--- config.mk ---
export PLATFORM = sky130hd
export DESIGN_NAME = led_channel_command_parser_top
export DESIGN_NICKNAME = d
export VERILOG_FILES = /design/src/hw/rtl/lccp_pkg.sv /design/src/hw/rtl/led_channel_command_parser_top.sv /design/src/hw/rtl/lccp_datapath.sv /design/src/hw/rtl/lccp_ctrl.sv
export VERILOG_INCLUDE_DIRS = /design/src /design/src/hw/rtl
export SDC_FILE = /design/constraint.sdc
export NUM_CORES = 1
export LEC_CHECK = 0
export ABC_AREA = 1
export BUFFER_PORTS_ARGS = -buffer_cell sky130_fd_sc_hd__buf_2
export CORE_MARGIN = 3
export CORE_UTILIZATION = 56
export CTS_BUF_LIST = sky130_fd_sc_hd__clkbuf_2 sky130_fd_sc_hd__clkbuf_4 sky130_fd_sc_hd__clkbuf_8
export DETAILED_ROUTE_END_ITERATION = 7
export HOLD_SLACK_MARGIN = 0.08
export PLACE_DENSITY_LB_ADDON = 0.08
export SLEW_MARGIN = 15
export SYNTH_ARGS = -nofsm -noshare
export SYNTH_HDL_FRONTEND = slang
export SYNTH_SLANG_ARGS = --single-unit
--- constraint.sdc ---
create_clock -name clk -period 2 [get_ports clk]
set_input_delay 0.1 -clock clk [delete_from_list [all_inputs] [get_ports clk]]
set_output_delay 0.1 -clock clk [all_outputs]
set_load 0.02 [all_outputs]
--- src/hw/rtl/led_channel_command_parser_top_defines.svh ---
// ----------------------------------------------------------------------------
// LED channel command parser assertion macros
// Shared concurrent assertion forms, clocked on clk and disabled in rst.
// ----------------------------------------------------------------------------
`ifndef LED_CHANNEL_COMMAND_PARSER_TOP_DEFINES_SVH
`define LED_CHANNEL_COMMAND_PARSER_TOP_DEFINES_SVH

// Consequent must hold in the same cycle as the antecedent.
`define LCCP_ASSERT_NOW(label, ante, cons, msg) \
  label: assert property (@(posedge clk) disable iff (rst) (ante) |-> (cons)) \
    else $error(msg);

// Consequent must hold in the cycle after the antecedent.
`define LCCP_ASSERT_NEXT(label, ante, cons, msg) \
  label: assert property (@(posedge clk) disable iff (rst) (ante) |=> (cons)) \
    else $error(msg);

`endif

--- src/hw/rtl/lccp_pkg.sv ---
// ----------------------------------------------------------------------------
// LED channel command parser package
// Sizes, command and reply codes, and the controller/datapath interface types.
// ----------------------------------------------------------------------------
package lccp_pkg;

  localparam int CHANNELS   = 8;
  localparam int VALUE_BITS = 5;
  localparam int BYTE_W     = 8;
  localparam int CH_W       = (CHANNELS > 1) ? $clog2(CHANNELS) : 1;

  typedef logic [CH_W-1:0]       chan_t;
  typedef logic [VALUE_BITS-1:0] value_t;
  typedef logic [BYTE_W-1:0]     byte_t;

  localparam byte_t ACK_BYTE = 8'hC0;

  // Header command field, bits 7..5.
  localparam logic [2:0] CMD_GET      = 3'd0;
  localparam logic [2:0] CMD_SET      = 3'd1;
  localparam logic [2:0] CMD_GET_BULK = 3'd2;
  localparam logic [2:0] CMD_SET_BULK = 3'd3;
  localparam logic [2:0] CMD_READ     = 3'd4;
  localparam logic [2:0] CMD_WRITE    = 3'd5;

  // Source of the reply byte.
  localparam logic [1:0] OUT_ROW = 2'd0;
  localparam logic [1:0] OUT_ACK = 2'd1;
  localparam logic [1:0] OUT_ERR = 2'd2;

  typedef struct packed {
    logic       hdr_load;
    logic       rd_hdr;
    logic       row_write;
    logic       ch_inc;
    logic       rem_load;
    logic       rem_dec;
    logic       out_load;
    logic [1:0] out_sel;
    logic       out_last;
  } dp_cmd_t;

  typedef struct packed {
    logic [2:0] cmd;
    logic       len_zero;
    logic       len_one;
    logic       rem_zero;
    logic       rem_one;
  } dp_status_t;

  // Header channel field taken modulo the channel count, as a small table.
  function automatic chan_t chan_of_header(logic [2:0] field);
    chan_t r;
    r = '0;
    for (int i = 0; i < 8; i++) begin
      if (field == 3'(i)) begin
        r = chan_t'(i % CHANNELS);
      end
    end
    return r;
  endfunction

endpackage

--- src/hw/rtl/led_channel_command_parser_top.sv ---
// ----------------------------------------------------------------------------
// LED channel command parser
// Serial command byte parser with an eight-channel LED row store.
// ----------------------------------------------------------------------------
// The block takes one received byte per input transfer and returns reply bytes
// through a one-deep output register. A header byte carries the command in
// bits 7..5, the start channel in bits 4..2 and the OR-merge flag in bit 1.
// GET replies with one channel value; SET takes one data byte and acks with
// 0xC0; GET_BULK takes a length and streams that many consecutive channels,
// one reply byte per cycle unless the output stalls, with last_of_run on
// the final one; SET_BULK takes a length and that many data bytes and acks
// after the last. Lengths above eight count as eight and channels wrap
// around. READ and WRITE headers are swallowed, and commands 6 and 7 return
// a single byte with cmd_error set. An input byte is taken whenever the
// output register is free and no bulk read run is in progress: a bulk read
// holds off input for its whole run of up to eight reply bytes, as the
// controller walks the row store one channel per cycle through its single
// read port; output stalls stretch the run. The row store is cleared by reset.
// ----------------------------------------------------------------------------
module led_channel_command_parser_top (
  input  logic            clk,
  input  logic            rst,
  input  logic            in_valid,
  output logic            in_stall,
  input  lccp_pkg::byte_t rx_byte,
  output logic            out_valid,
  input  logic            out_stall,
  output lccp_pkg::byte_t reply_byte,
  output logic            last_of_run,
  output logic            cmd_error
);
  import lccp_pkg::*;

  // Commands flow from the controller to the datapath; decoded header and
  // count status flows back.
  dp_cmd_t    cmd;
  dp_status_t status;

  lccp_ctrl u_ctrl (
    .clk       (clk),
    .rst       (rst),
    .in_valid  (in_valid),
    .in_stall  (in_stall),
    .out_valid (out_valid),
    .out_stall (out_stall),
    .status    (status),
    .cmd       (cmd)
  );

  lccp_datapath u_datapath (
    .clk         (clk),
    .rst         (rst),
    .rx_byte     (rx_byte),
    .cmd         (cmd),
    .status      (status),
    .reply_byte  (reply_byte),
    .last_of_run (last_of_run),
    .cmd_error   (cmd_error)
  );

endmodule

--- src/hw/rtl/lccp_datapath.sv ---
// ----------------------------------------------------------------------------
// LED channel command parser datapath
// Row store, channel and count registers, and the registered reply payload.
// ----------------------------------------------------------------------------
module lccp_datapath (
  input  logic                 clk,
  input  logic                 rst,
  input  lccp_pkg::byte_t      rx_byte,
  input  lccp_pkg::dp_cmd_t    cmd,
  output lccp_pkg::dp_status_t status,
  output lccp_pkg::byte_t      reply_byte,
  output logic                 last_of_run,
  output logic                 cmd_error
);
  import lccp_pkg::*;

  value_t row_store [CHANNELS];
  chan_t  current_channel;
  logic   merge_flag;
  chan_t  bytes_remaining;

  chan_t  hdr_chan;
  chan_t  rd_addr;
  value_t row_rd;
  value_t wr_val;
  chan_t  chan_inc;
  chan_t  len_m1;
  byte_t  reply_next;

  always_comb begin
    hdr_chan = chan_of_header(rx_byte[4:2]);
    rd_addr  = cmd.rd_hdr ? hdr_chan : current_channel;
    row_rd   = row_store[rd_addr];
    wr_val   = rx_byte[VALUE_BITS-1:0] | (merge_flag ? row_rd : '0);
    chan_inc = (current_channel == chan_t'(CHANNELS - 1)) ? '0
                                                          : current_channel + chan_t'(1);
    // Clamped length minus one; only used when the length is not zero.
    len_m1   = (rx_byte >= byte_t'(CHANNELS)) ? chan_t'(CHANNELS - 1)
                                              : chan_t'(rx_byte) - chan_t'(1);
    case (cmd.out_sel)
      OUT_ROW: reply_next = byte_t'(row_rd);
      OUT_ACK: reply_next = ACK_BYTE;
      default: reply_next = '0;
    endcase
  end

  assign status.cmd      = rx_byte[7:5];
  assign status.len_zero = (rx_byte == '0);
  assign status.len_one  = (rx_byte == byte_t'(1));
  assign status.rem_zero = (bytes_remaining == '0);
  assign status.rem_one  = (bytes_remaining == chan_t'(1));

  always_ff @(posedge clk) begin
    if (rst) begin
      for (int i = 0; i < CHANNELS; i++) begin
        row_store[i] <= '0;
      end
      current_channel <= '0;
      merge_flag      <= 1'b0;
      bytes_remaining <= '0;
    end else begin
      if (cmd.row_write) begin
        row_store[current_channel] <= wr_val;
      end
      if (cmd.hdr_load) begin
        current_channel <= hdr_chan;
        merge_flag      <= rx_byte[1];
      end else if (cmd.ch_inc) begin
        current_channel <= chan_inc;
      end
      if (cmd.rem_load) begin
        bytes_remaining <= len_m1;
      end else if (cmd.rem_dec) begin
        bytes_remaining <= bytes_remaining - chan_t'(1);
      end
    end
  end

  always_ff @(posedge clk) begin
    if (cmd.out_load) begin
      reply_byte  <= reply_next;
      last_of_run <= cmd.out_last;
      cmd_error   <= (cmd.out_sel == OUT_ERR);
    end
  end

endmodule

--- src/hw/rtl/lccp_ctrl.sv ---
// ----------------------------------------------------------------------------
// LED channel command parser controller
// Byte phase state machine and the reply slot handshake.
// ----------------------------------------------------------------------------
module lccp_ctrl (
  input  logic                 clk,
  input  logic                 rst,
  input  logic                 in_valid,
  output logic                 in_stall,
  output logic                 out_valid,
  input  logic                 out_stall,
  input  lccp_pkg::dp_status_t status,
  output lccp_pkg::dp_cmd_t    cmd
);
  import lccp_pkg::*;
  `include "led_channel_command_parser_top_defines.svh"

  localparam logic [2:0] ST_IDLE      = 3'd0;
  localparam logic [2:0] ST_SET_DATA  = 3'd1;
  localparam logic [2:0] ST_GETB_LEN  = 3'd2;
  localparam logic [2:0] ST_SETB_LEN  = 3'd3;
  localparam logic [2:0] ST_SETB_DATA = 3'd4;
  localparam logic [2:0] ST_GETB_RUN  = 3'd5;

  logic [2:0] state;
  logic [2:0] state_next;
  logic       out_valid_next;
  logic       slot_free;
  logic       in_acc;

  // The reply slot can take a new byte when it is empty or being drained.
  assign slot_free = ~out_valid | ~out_stall;
  assign in_stall  = (state == ST_GETB_RUN) | (out_valid & out_stall);
  assign in_acc    = in_valid & ~in_stall;

  always_comb begin
    cmd        = '0;
    state_next = state;
    unique case (state)
      ST_IDLE: begin
        if (in_acc) begin
          cmd.hdr_load = 1'b1;
          unique case (status.cmd) inside
            CMD_GET: begin
              cmd.out_load = 1'b1;
              cmd.rd_hdr   = 1'b1;
              cmd.out_sel  = OUT_ROW;
              cmd.out_last = 1'b1;
            end
            CMD_SET:      state_next = ST_SET_DATA;
            CMD_GET_BULK: state_next = ST_GETB_LEN;
            CMD_SET_BULK: state_next = ST_SETB_LEN;
            CMD_READ, CMD_WRITE: begin
              state_next = ST_IDLE;
            end
            default: begin
              cmd.out_load = 1'b1;
              cmd.out_sel  = OUT_ERR;
              cmd.out_last = 1'b1;
            end
          endcase
        end
      end
      ST_SET_DATA: begin
        if (in_acc) begin
          cmd.row_write = 1'b1;
          cmd.out_load  = 1'b1;
          cmd.out_sel   = OUT_ACK;
          cmd.out_last  = 1'b1;
          state_next    = ST_IDLE;
        end
      end
      ST_GETB_LEN: begin
        if (in_acc) begin
          if (status.len_zero) begin
            state_next = ST_IDLE;
          end else begin
            cmd.out_load = 1'b1;
            cmd.out_sel  = OUT_ROW;
            cmd.out_last = status.len_one;
            cmd.ch_inc   = 1'b1;
            cmd.rem_load = 1'b1;
            state_next   = status.len_one ? ST_IDLE : ST_GETB_RUN;
          end
        end
      end
      ST_GETB_RUN: begin
        if (slot_free) begin
          cmd.out_load = 1'b1;
          cmd.out_sel  = OUT_ROW;
          cmd.out_last = status.rem_one;
          cmd.ch_inc   = 1'b1;
          cmd.rem_dec  = 1'b1;
          if (status.rem_one) begin
            state_next = ST_IDLE;
          end
        end
      end
      ST_SETB_LEN: begin
        if (in_acc) begin
          if (status.len_zero) begin
            cmd.out_load = 1'b1;
            cmd.out_sel  = OUT_ACK;
            cmd.out_last = 1'b1;
            state_next   = ST_IDLE;
          end else begin
            cmd.rem_load = 1'b1;
            state_next   = ST_SETB_DATA;
          end
        end
      end
      ST_SETB_DATA: begin
        if (in_acc) begin
          cmd.row_write = 1'b1;
          cmd.ch_inc    = 1'b1;
          if (status.rem_zero) begin
            cmd.out_load = 1'b1;
            cmd.out_sel  = OUT_ACK;
            cmd.out_last = 1'b1;
            state_next   = ST_IDLE;
          end else begin
            cmd.rem_dec = 1'b1;
          end
        end
      end
      default: state_next = ST_IDLE;
    endcase
  end

  assign out_valid_next = cmd.out_load | (out_valid & out_stall);

  always_ff @(posedge clk) begin
    if (rst) begin
      state     <= ST_IDLE;
      out_valid <= 1'b0;
    end else begin
      state     <= state_next;
      out_valid <= out_valid_next;
    end
  end

  `LCCP_ASSERT_NOW(a_load_into_free_slot, cmd.out_load, slot_free, "reply overwrote a held byte")
  `LCCP_ASSERT_NEXT(a_run_holds_on_stall, (state == ST_GETB_RUN) && !slot_free, (state == ST_GETB_RUN), "bulk run ended while stalled")
  `LCCP_ASSERT_NEXT(a_run_fills_slot, (state == ST_GETB_RUN) && slot_free, out_valid, "bulk run missed a byte")
  `LCCP_ASSERT_NOW(a_error_is_last, cmd.out_load && (cmd.out_sel == OUT_ERR), cmd.out_last && (state == ST_IDLE), "error reply not a lone last byte")

endmodule

After elaboration in Yosys (flattened, before gate mapping). Memory sizes are Yosys's and may differ from the RTL's. Index checks and enable logic that the tools add are counted.

Register bits: 21. RAM bits: 40. Bits of input ports: 12. Output and inout bits: 12. Logic and storage cells: 127. Memories kept: 1.

Memory list: u_datapath.row_store (words 8, bits a word 5, rd ports 1, clocked after memory_dff 0, wr ports 8, line lccp_datapath.sv:17) `value_t row_store [CHANNELS];`.

$add $sub $neg: 3. $lt $le $gt $ge: 1. Eq/ne operators: 31. Muxes and demuxes: 63. Bitwise gates (word level): 9. Reduce and logical (&&, ||, !) cells: 11.

Operators by type and width (count): 2-to-1 mux 3 bit (23); 2-to-1 mux 4 bit (7); == test 3 bit, second input constant (9); case mux 4 bit (6 select lines) (1); 2-to-1 mux 5 bit (4); == test 3 x 2 -> 1 bit, second input constant (6); case mux 3 bit (6 select lines) (1); case mux 8 bit (2 select lines) (1); 2-to-1 mux 2 bit (7); != test 2 x 1 -> 1 bit, second input constant (7); 2-to-1 mux 1 bit (13); == test 3 x 1 -> 1 bit, second input constant (4); case mux 3 bit (4 select lines) (1); OR reduction 5 bit (2); zero test 3 bit (3); AND reduction 9 bit (1); == test 8 x 1 -> 1 bit, second input constant (1); greater-or-equal comparator 8 x 4 -> 1 bit, second input constant (1); zero test 8 bit (1); case mux 4 bit (2 select lines) (1); case mux 1 bit (2 select lines) (3); subtractor 3 x 1 -> 3 bit, second input constant (2); != test 5 x 2 -> 1 bit, second input constant (1); bitwise OR 5 bit (1); other kinds (11) (17).

Longest topological paths before layout. Gate-level depths: netlist of the first run. An unclocked memory read counts as a cell.

Depth in word-level cells: 13. Mapped depth: 14. Mapped depth without buffers: 14.

Cells and area by module. From an unflattened synthesis of the first run, not the netlist that was laid out.

Cells, all modules: 380. Area total of the unflattened synthesis: 3387.0 sq um.

By module, submodules not included: lccp_datapath (times used 1, cells each 303, area an instance 2890.3 sq um); lccp_ctrl (times used 1, cells each 77, area an instance 496.7 sq um).

Worst setup path after synthesis of the first run. Ideal clock, no wire load.

Kind: register to register. Start: register u_ctrl.out_valid. End: register u_datapath.cmd_error (enable). Arrival: 1.686 ns. Setup slack: 0.014 ns. Cell stages (with the launch flop): 10. Period minus slack after synthesis: 1.986 ns. Path through: dfxtp_1 nand2_1 nand3_4 inv_1 nand2_1 nor2_1 a31oi_1 nand3_1 a21oi_1 nand2_1.

RTL lines: start: declaration (line lccp_ctrl.sv:10) `output logic out_valid,`; start signal: assignment (line lccp_ctrl.sv:138) `out_valid <= out_valid_next;`; end signal: assignment (line lccp_datapath.sv:83) `cmd_error <= (cmd.out_sel == OUT_ERR);`; end: declaration (line lccp_datapath.sv:13) `output logic cmd_error`.

Final worst setup path of the first run.
Start: register u_ctrl.state[1]. End: register u_datapath.reply_byte[0], data pin.

Longest elaborated chain between the ends: 9. Elaborated cells on any way between the ends: 22.

Ends and longest elaborated chain: start: declaration (line lccp_ctrl.sv:25) `logic [2:0] state;`; start signal: assignment (line lccp_ctrl.sv:137) `state <= state_next;`; == test 3 bit (line lccp_ctrl.sv:33, lccp_ctrl.sv:39); bitwise OR 1 bit (line lccp_ctrl.sv:33) `assign in_stall = (state == ST_GETB_RUN) | (out_valid & out_stall);`; NOT 1 bit (line lccp_ctrl.sv:34) `assign in_acc = in_valid & ~in_stall;`; bitwise AND 1 bit (line lccp_ctrl.sv:34); 2-to-1 mux 2 bit (line lccp_ctrl.sv:41) `if (in_acc) begin`; 2-to-1 mux 2 bit (line lccp_ctrl.sv:39) `unique case (state)`; 2-to-1 mux 3 bit (line lccp_datapath.sv:32) `rd_addr = cmd.rd_hdr ? hdr_chan : current_channel;`; memory read (8 x 5 bit); case mux 8 bit (2 select lines) (*) (line lccp_datapath.sv:40) `case (cmd.out_sel)`; via u_datapath.reply_next[0] (line lccp_datapath.sv:28) `byte_t reply_next;`; end signal: assignment (line lccp_datapath.sv:81) `reply_byte <= reply_next;`; end: declaration (line lccp_datapath.sv:11) `output lccp_pkg::byte_t reply_byte,`.

The timed path passes the listed nets; every way through them passes the cells marked *. A chain may end at the register's enable or synchronous reset.

==> flow_metrics.tcl, run 1 <==
set metrics [dict create \
    synthAdderAreaFrac_pct 5.03 \
    antenna_found_initial 0 \
    wl_microns 9650 \
    drtIter0Drc 384 \
    final_layout_size_suffix_gt1_share_pct 41.3 \
    regArea_sq_mm 0.00166 \
    cts_buffer_depth 2 \
    grt_remaining_overflow 0 \
    start_util_pct 58.3 \
    path_class "flop to flop" \
    worst_pin_slew_ns 0.739 \
    synth_compound_area_share_pct 12.3 \
    boundaryPins 24 \
    mostFrequentLayoutCell "nand2_1" \
    dp_hpwl_microns 6270 \
    yosysUniqueCellTypes 32 \
    fp.dieArea_sq_mm 0.00672 \
    synth.yosys.seq_area_share_pct 51.4 \
    final_nets 471 \
    synth_nets 387 \
    ant_nets 0 \
    rr_worst_depth 13 \
    diodes 0 \
    arrival_ns 2.23 \
    status "finished with violations" \
    ys_ff_latch 59 \
    timing.rr.start "u_ctrl.state[1]" \
    grt_pass1_vias 2741 \
    hold_ws_ns 0.0951 \
    hp-class "input port to flop" \
    yosys.area_share.simple_pct 25.2 \
    area_growth_syn_to_layout_pct 36.8 \
    leakage_nw 1.85 \
    drv_cap 0 \
    report.final.setup_viol 23 \
    fillers 342 \
    cts_sinks 59 \
    synth_top_family_by_area "simple AND/OR/NAND/NOR gates" \
    rsz0062_at_grt "yes" \
    io_buffers 22 \
    pre_cts_ws_ns -0.0825 \
    skew_ns 0.00916 \
    grt_usage_pct 28.1 \
    placeableCoreArea_sq_mm 0.00554 \
    synth_cells 362 \
    rows 27 \
    violations "negative setup slack" \
    synth_area_per_cell_sq_um 8.92 \
    hold_end "u_datapath.current_channel[1]" \
    hold_viol_final 0 \
    multi_input_area_sq_mm 0.00176 \
    hp-start "rx_byte[3]" \
    vias 3134 \
    cts_buffers 9 \
    clkSlewWorstSetupHoldPaths_ns 0.07 \
    power_density_mw_per_mm2 1260 \
    reg2reg_to "u_datapath.reply_byte[0]" \
    route.detailed.drc 0 \
    fin_crit_sh_pct 102 \
    detail_route.wl_per_cell_microns 18.5 \
    clk_latency_ns 0.34 \
    critPathLaunchType "flop" \
    grt_max_degree 12 \
    whs_path_depth 3 \
    viasPerCell 6.00 \
    fin_area_sq_mm 0.00442 \
    cts_tree "built" \
    fmax_mhz 492 \
    rrSetupSlack_ns -0.03 \
    setup_slack_ns -0.0339 \
    syn_area_sq_mm 0.00323 \
    cp_max_fo 8 \
    die-height_microns 82.0 \
    synthMuxAreaShare_pct 0 \
    fin_crit_ns 2.03 \
    htreeDepth 3 \
    cp_data_required_time_ns 2.20 \
    dr.pass1.iters 5 \
    synth_xor_area_share_pct 0.542 \
    root_buffer "clkbuf_8" \
    grt_first_pass_wirelength_microns 13700 \
    cp-end-kind "flop" \
    routabilityCongestion 0.922 \
    dpl-instance-area_sq_mm 0.00376 \
    finalMaxSlewViolations 0 \
    yosys_warnings 0 \
    final_cell_mix "nand2_1, buf_4, edfxtp_1, nand3_1, a21oi_2" \
    die_w_microns 82.0 \
    peakVddDrop_v 0.000683 \
    max_slew_margin_pct 50.6 \
]
==> synth_stat cells <==
master	n	area [sq um]
clkinv_1	3	11.3
buf_2	3	15.0
ha_1	13	163
a31oi_1	6	37.5
nor3_1	4	20.0
a311oi_1	1	8.76
nor2_4	1	11.3
edfxtp_1	48	1440
nand2_1	75	282
conb_1	1	3.75
nor3_2	1	10.0
o21a_1	1	7.51
nand2_4	1	11.3
buf_4	2	15.0
xnor2_1	1	8.76
nand3_2	1	10.0
inv_1	24	90.1
buf_6	2	22.5
dfxtp_1	11	220
inv_2	2	7.51
nand3_4	1	17.5
o21ai_2	3	26.3
o211ai_1	1	7.51
o21ai_0	6	30.0
a21oi_1	50	250
nand3_1	64	320
xor2_1	1	8.76
nor2_1	17	63.8
a211oi_1	4	30.0
nand2_2	9	56.3
clkbuf_1	3	11.3
nand4_1	2	12.5
==> through the flow <==
| stage | utilization [%] | cells | setup TNS (ns) | power, mW |
|---|---|---|---|---|
| 6_report | 79.8 | 522 | -0.387 | 5.55 |
| 5_1_grt | 79.8 | 522 | -6.01 | 5.81 |
| 4_1_cts | 73.8 | 515 | 0 | 5.10 |
| 3_5_place_dp | 67.9 | 497 | -2.74 | 3.81 |
| 3_3_place_gp | 67.9 | 497 | -0.524 | 3.76 |
| 2_1_floorplan | - | 362 | 0 | 2.98 |
==> area by class of cell <==
class	instances	area share, %
clock inverter	6	1.84
multi-input combinational	264	39.7
inverter	29	2.46
sequential	59	37.6
tap	72	2.04
clock buffer	9	2.80
timing repair buffer	83	13.5
==> metal layers <==
metal  up-vias  global-route usage (%)  routed length, microns
met5         -                       0                       0
met4         0                    13.6                     262
met3        32                    5.81                     878
met2       206                    42.7                    4570
met1      1458                    38.2                    3940
li1       1438                       -                       -
==> state kept, by name, indices dropped and copies added, names as in the netlist <==
signal / flops
u_datapath.reply_byte: 6
u_datapath.last_of_run: 1
u_datapath.cmd_error: 1
u_ctrl.state: 3
u_datapath.bytes_remaining: 3
u_datapath.row_store: 40
u_ctrl.out_valid: 1
u_datapath.current_channel: 3
u_datapath.merge_flag: 1
==> timing repair <==
item                                    4_1_cts  5_1_grt
pin swaps                                     2       10
endpoints found under the setup margin       80       97
cloned                                        0        1
buffers inserted                              1        6
hold buffers                                  2        0
hold endpoints to repair                      8        0
resized for setup                            22       70
==> critical path: stages, from the launching register on <==
cell and delay (ns):
dfxtp_2 0.35, inv_2 0.04, nand3_2 0.08, nand3_4 0.08
nor2_4 0.17, nand2_4 0.15, nand2_1 0.16, o21ai_4 0.09
buf_6 0.14, nand3_2 0.09, nand3_2 0.12, buf_4 0.16
buf_4 0.12, a21oi_1 0.14
==> report_power, final <==
group	internal, mW	switching [mW]	total [mW]
logic	1.03	1.59	2.62
registers	1.60	0.162	1.76
clock network	0.685	0.485	1.17
==> worst max-delay path by stage <==
stage / from / depth (start not counted) / end / slack (ns)
3_5_place_dp: u_ctrl.state[0] / 12 / u_datapath.row_store[5][4] / -0.08
6_report: u_ctrl.state[1] / 13 / u_datapath.reply_byte[0] / -0.03
3_3_place_gp: u_ctrl.state[0] / 11 / u_datapath.row_store[1][4] / -0.04
4_1_cts: u_ctrl.state[1] / 12 / u_datapath.row_store[2][1] / 0.0005
2_1_floorplan: u_ctrl.out_valid / 9 / u_datapath.cmd_error / 0.01
5_1_grt: u_ctrl.state[1] / 13 / u_datapath.row_store[1][0] / -0.15
==> cell families after synthesis <==
| kind of cell | count (synthesis) |
|---|---|
| simple gates | 176 |
| fa+ha+maj | 13 |
| buf+inv | 39 |
| other cells | 1 |
| compound gates | 72 |
| flops | 59 |
| xor+xnor | 2 |
No activity file was read; power rests on OpenSTA's default activity.
==> run 2, diff against run 1 <==
--- a/constraint.sdc
+++ b/constraint.sdc
@@ -3,2 +3,2 @@
 set_output_delay 0.1 -clock clk [all_outputs]
-set_load 0.02 [all_outputs]
+set_load 0.05 [all_outputs]
==> run 2 against run 1 <==
- the run still ends with negative setup slack left
- flip-flop and latch count unchanged
- clock skew up 0.0039 ns
- maximum frequency down 2.8%
- count of clock-buffer cells in the layout up 2
- final cell count down 0.57%
- critical path depth down 2
- critical endpoint is now u_datapath.row_store[6][3]
==> flow_metrics.tcl, run 2 (synthesis gave the netlist of run 1 again) <==
set metrics [dict create \
    htreeDepth 3 \
    skew_ns 0.0131 \
    pre_cts_ws_ns -0.125 \
    fin_area_sq_mm 0.00453 \
    placeableCoreArea_sq_mm 0.00554 \
    wl_microns 10500 \
    cts_sinks 59 \
    whs_path_depth 3 \
    io_buffers 22 \
    path_class "flop to flop" \
    diodes 0 \
    final_layout_size_suffix_gt1_share_pct 45.6 \
    fmax_mhz 478 \
    clkSlewWorstSetupHoldPaths_ns 0.07 \
    largest_reg_flops 40 \
    start_util_pct 58.3 \
    critical_path.max_stage_delay_ns 0.37 \
    top_register "u_datapath.row_store" \
    hold_viol_final 0 \
    cts_tree "built" \
    peakVddDrop_v 0.000779 \
    timing.rr.start "u_ctrl.state[1]" \
    vias 3173 \
    final_cell_mix "nand2_1, buf_4, edfxtp_1, a21oi_2, nand3_1" \
    die_w_microns 82.0 \
    antenna_found_initial 0 \
    fin_crit_ns 2.09 \
    rows 27 \
    finalMaxSlewViolations 0 \
    grt_max_degree 12 \
    dr.pass1.iters 6 \
    top_regs "u_datapath.row_store (40), u_datapath.reply_byte (6)" \
    grt_usage_pct 28.0 \
    status "finished with violations" \
    cts_buffer_depth 2 \
    viasPerCell 6.11 \
    mostFrequentLayoutCell "nand2_1" \
    die-height_microns 82.0 \
    rsz0062_at_grt "yes" \
    clk_latency_ns 0.34 \
    fp.dieArea_sq_mm 0.00672 \
    violations "negative setup slack" \
    fin_crit_sh_pct 105 \
    crit_chain "nor2_4 -> nand2_2 -> nor2_4 -> nand2_4 -> o21ai_4 -> buf_6 -> nand3_2 -> nand3_2 -> nand2_4 -> nand2_8 -> a21oi_1" \
    ant_nets 0 \
    route.detailed.drc 0 \
    cts_buffers 9 \
    worst_pin_slew_ns 0.983 \
    cp_max_fo 8 \
    rr_worst_depth 11 \
    crit_start "u_ctrl.state[1]" \
    final_nets 467 \
    leakage_nw 1.83 \
    dp_hpwl_microns 6170 \
    detail_route.wl_per_cell_microns 20.3 \
    hp-class "input port to flop" \
    crit_slowest_cell "dfxtp_4" \
    arrival_ns 2.18 \
    layout.cells.non_filler 519 \
    rrSetupSlack_ns -0.09 \
    boundaryPins 24 \
    report.final.setup_viol 55 \
    cp-endpoint "u_datapath.row_store[6][3]" \
    grt_remaining_overflow 0 \
    grt_pass1_vias 2724 \
    reg2reg_to "u_datapath.row_store[6][3]" \
    cp_data_required_time_ns 2.09 \
    drtIter0Drc 327 \
    dp_cells 498 \
    cp-end-kind "flop" \
    setup_slack_ns -0.0921 \
    routabilityCongestion 0.894 \
    fillers 316 \
    dpl-instance-area_sq_mm 0.00376 \
    power_density_mw_per_mm2 1290 \
    drv_cap 0 \
    max_slew_margin_pct 34.4 \
    area_growth_syn_to_layout_pct 40.1 \
    root_buffer "clkbuf_8" \
    grt_first_pass_wirelength_microns 13800 \
    critPathLaunchType "flop" \
]
==> run 2: worst max-delay path: cells and delay by family, from the launching register on <==
kind,cells,cell delay (ns)
compound gates,2,0.34
buf+inv,1,0.20
flops,1,0.37
simple gates,8,0.91
==> run 2: per-stage QoR <==
| stage | setup TNS, ns | power (mW) | utilization, % | hold WS, ns |
|---|---|---|---|---|
| after floorplan | 0 | 3.23 | - | 0.269 |
| after global placement | -1.23 | 4.00 | 67.9 | 0.422 |
| after detailed placement | -3.70 | 4.05 | 67.9 | 0.426 |
| after CTS | -0.548 | 5.10 | 73.1 | 0.103 |
| after global routing | -6.63 | 6.10 | 81.7 | 0.124 |
| final | -3.15 | 5.83 | 81.7 | 0.0995 |
==> run 2: metal layers <==
metal | vias to the layer above | part of all wire [%] | track usage, %
met5 | - | 0 | 0
met4 | 0 | 3.3 | 7.48
met3 | 43 | 9.6 | 5.48
met2 | 222 | 47 | 41.6
met1 | 1477 | 40 | 41.8
li1 | 1431 | - | -
==> run 2: repair_timing <==
item                       in CTS  in global routing
hold endpoints to repair        4                  0
setup buffers                   0                  2
hold buffers                    1                  0
gates cloned                    0                  2
pin swaps                       1                 24
resized for setup              28                101
setup endpoints to repair      76                 94
==> run 2: how the worst min path moves through the flow <==
| stage | start | to | slack (ns) |
|---|---|---|---|
| after floorplan | rx_byte[2] | u_datapath.current_channel[0] | 0.27 |
| after global placement | rst | u_datapath.current_channel[1] | 0.42 |
| after detailed placement | rst | u_datapath.bytes_remaining[2] | 0.43 |
| after CTS | rx_byte[3] | u_datapath.current_channel[1] | 0.10 |
| after global routing | rx_byte[2] | u_datapath.current_channel[0] | 0.12 |
| final | rx_byte[4] | u_datapath.current_channel[2] | 0.1 |
==> run 2: cell type report <==
class                   count  area [sq um]  area share, %
clock inverters             5          30.0          0.663
repair buffers             79           576           12.7
well taps                  72          90.1           1.99
multi-input cells         264          1910           42.2
flip-flops and latches     59          1670           37.0
clock buffers              11           139           3.07
inverters                  29           111           2.46
==> run 2: report_power, final <==
| group | internal, mW | switching [mW] | total [mW] |
|---|---|---|---|
| logic | 1.08 | 1.96 | 3.04 |
| clock network | 0.471 | 0.503 | 0.973 |
| registers | 1.61 | 0.203 | 1.81 |
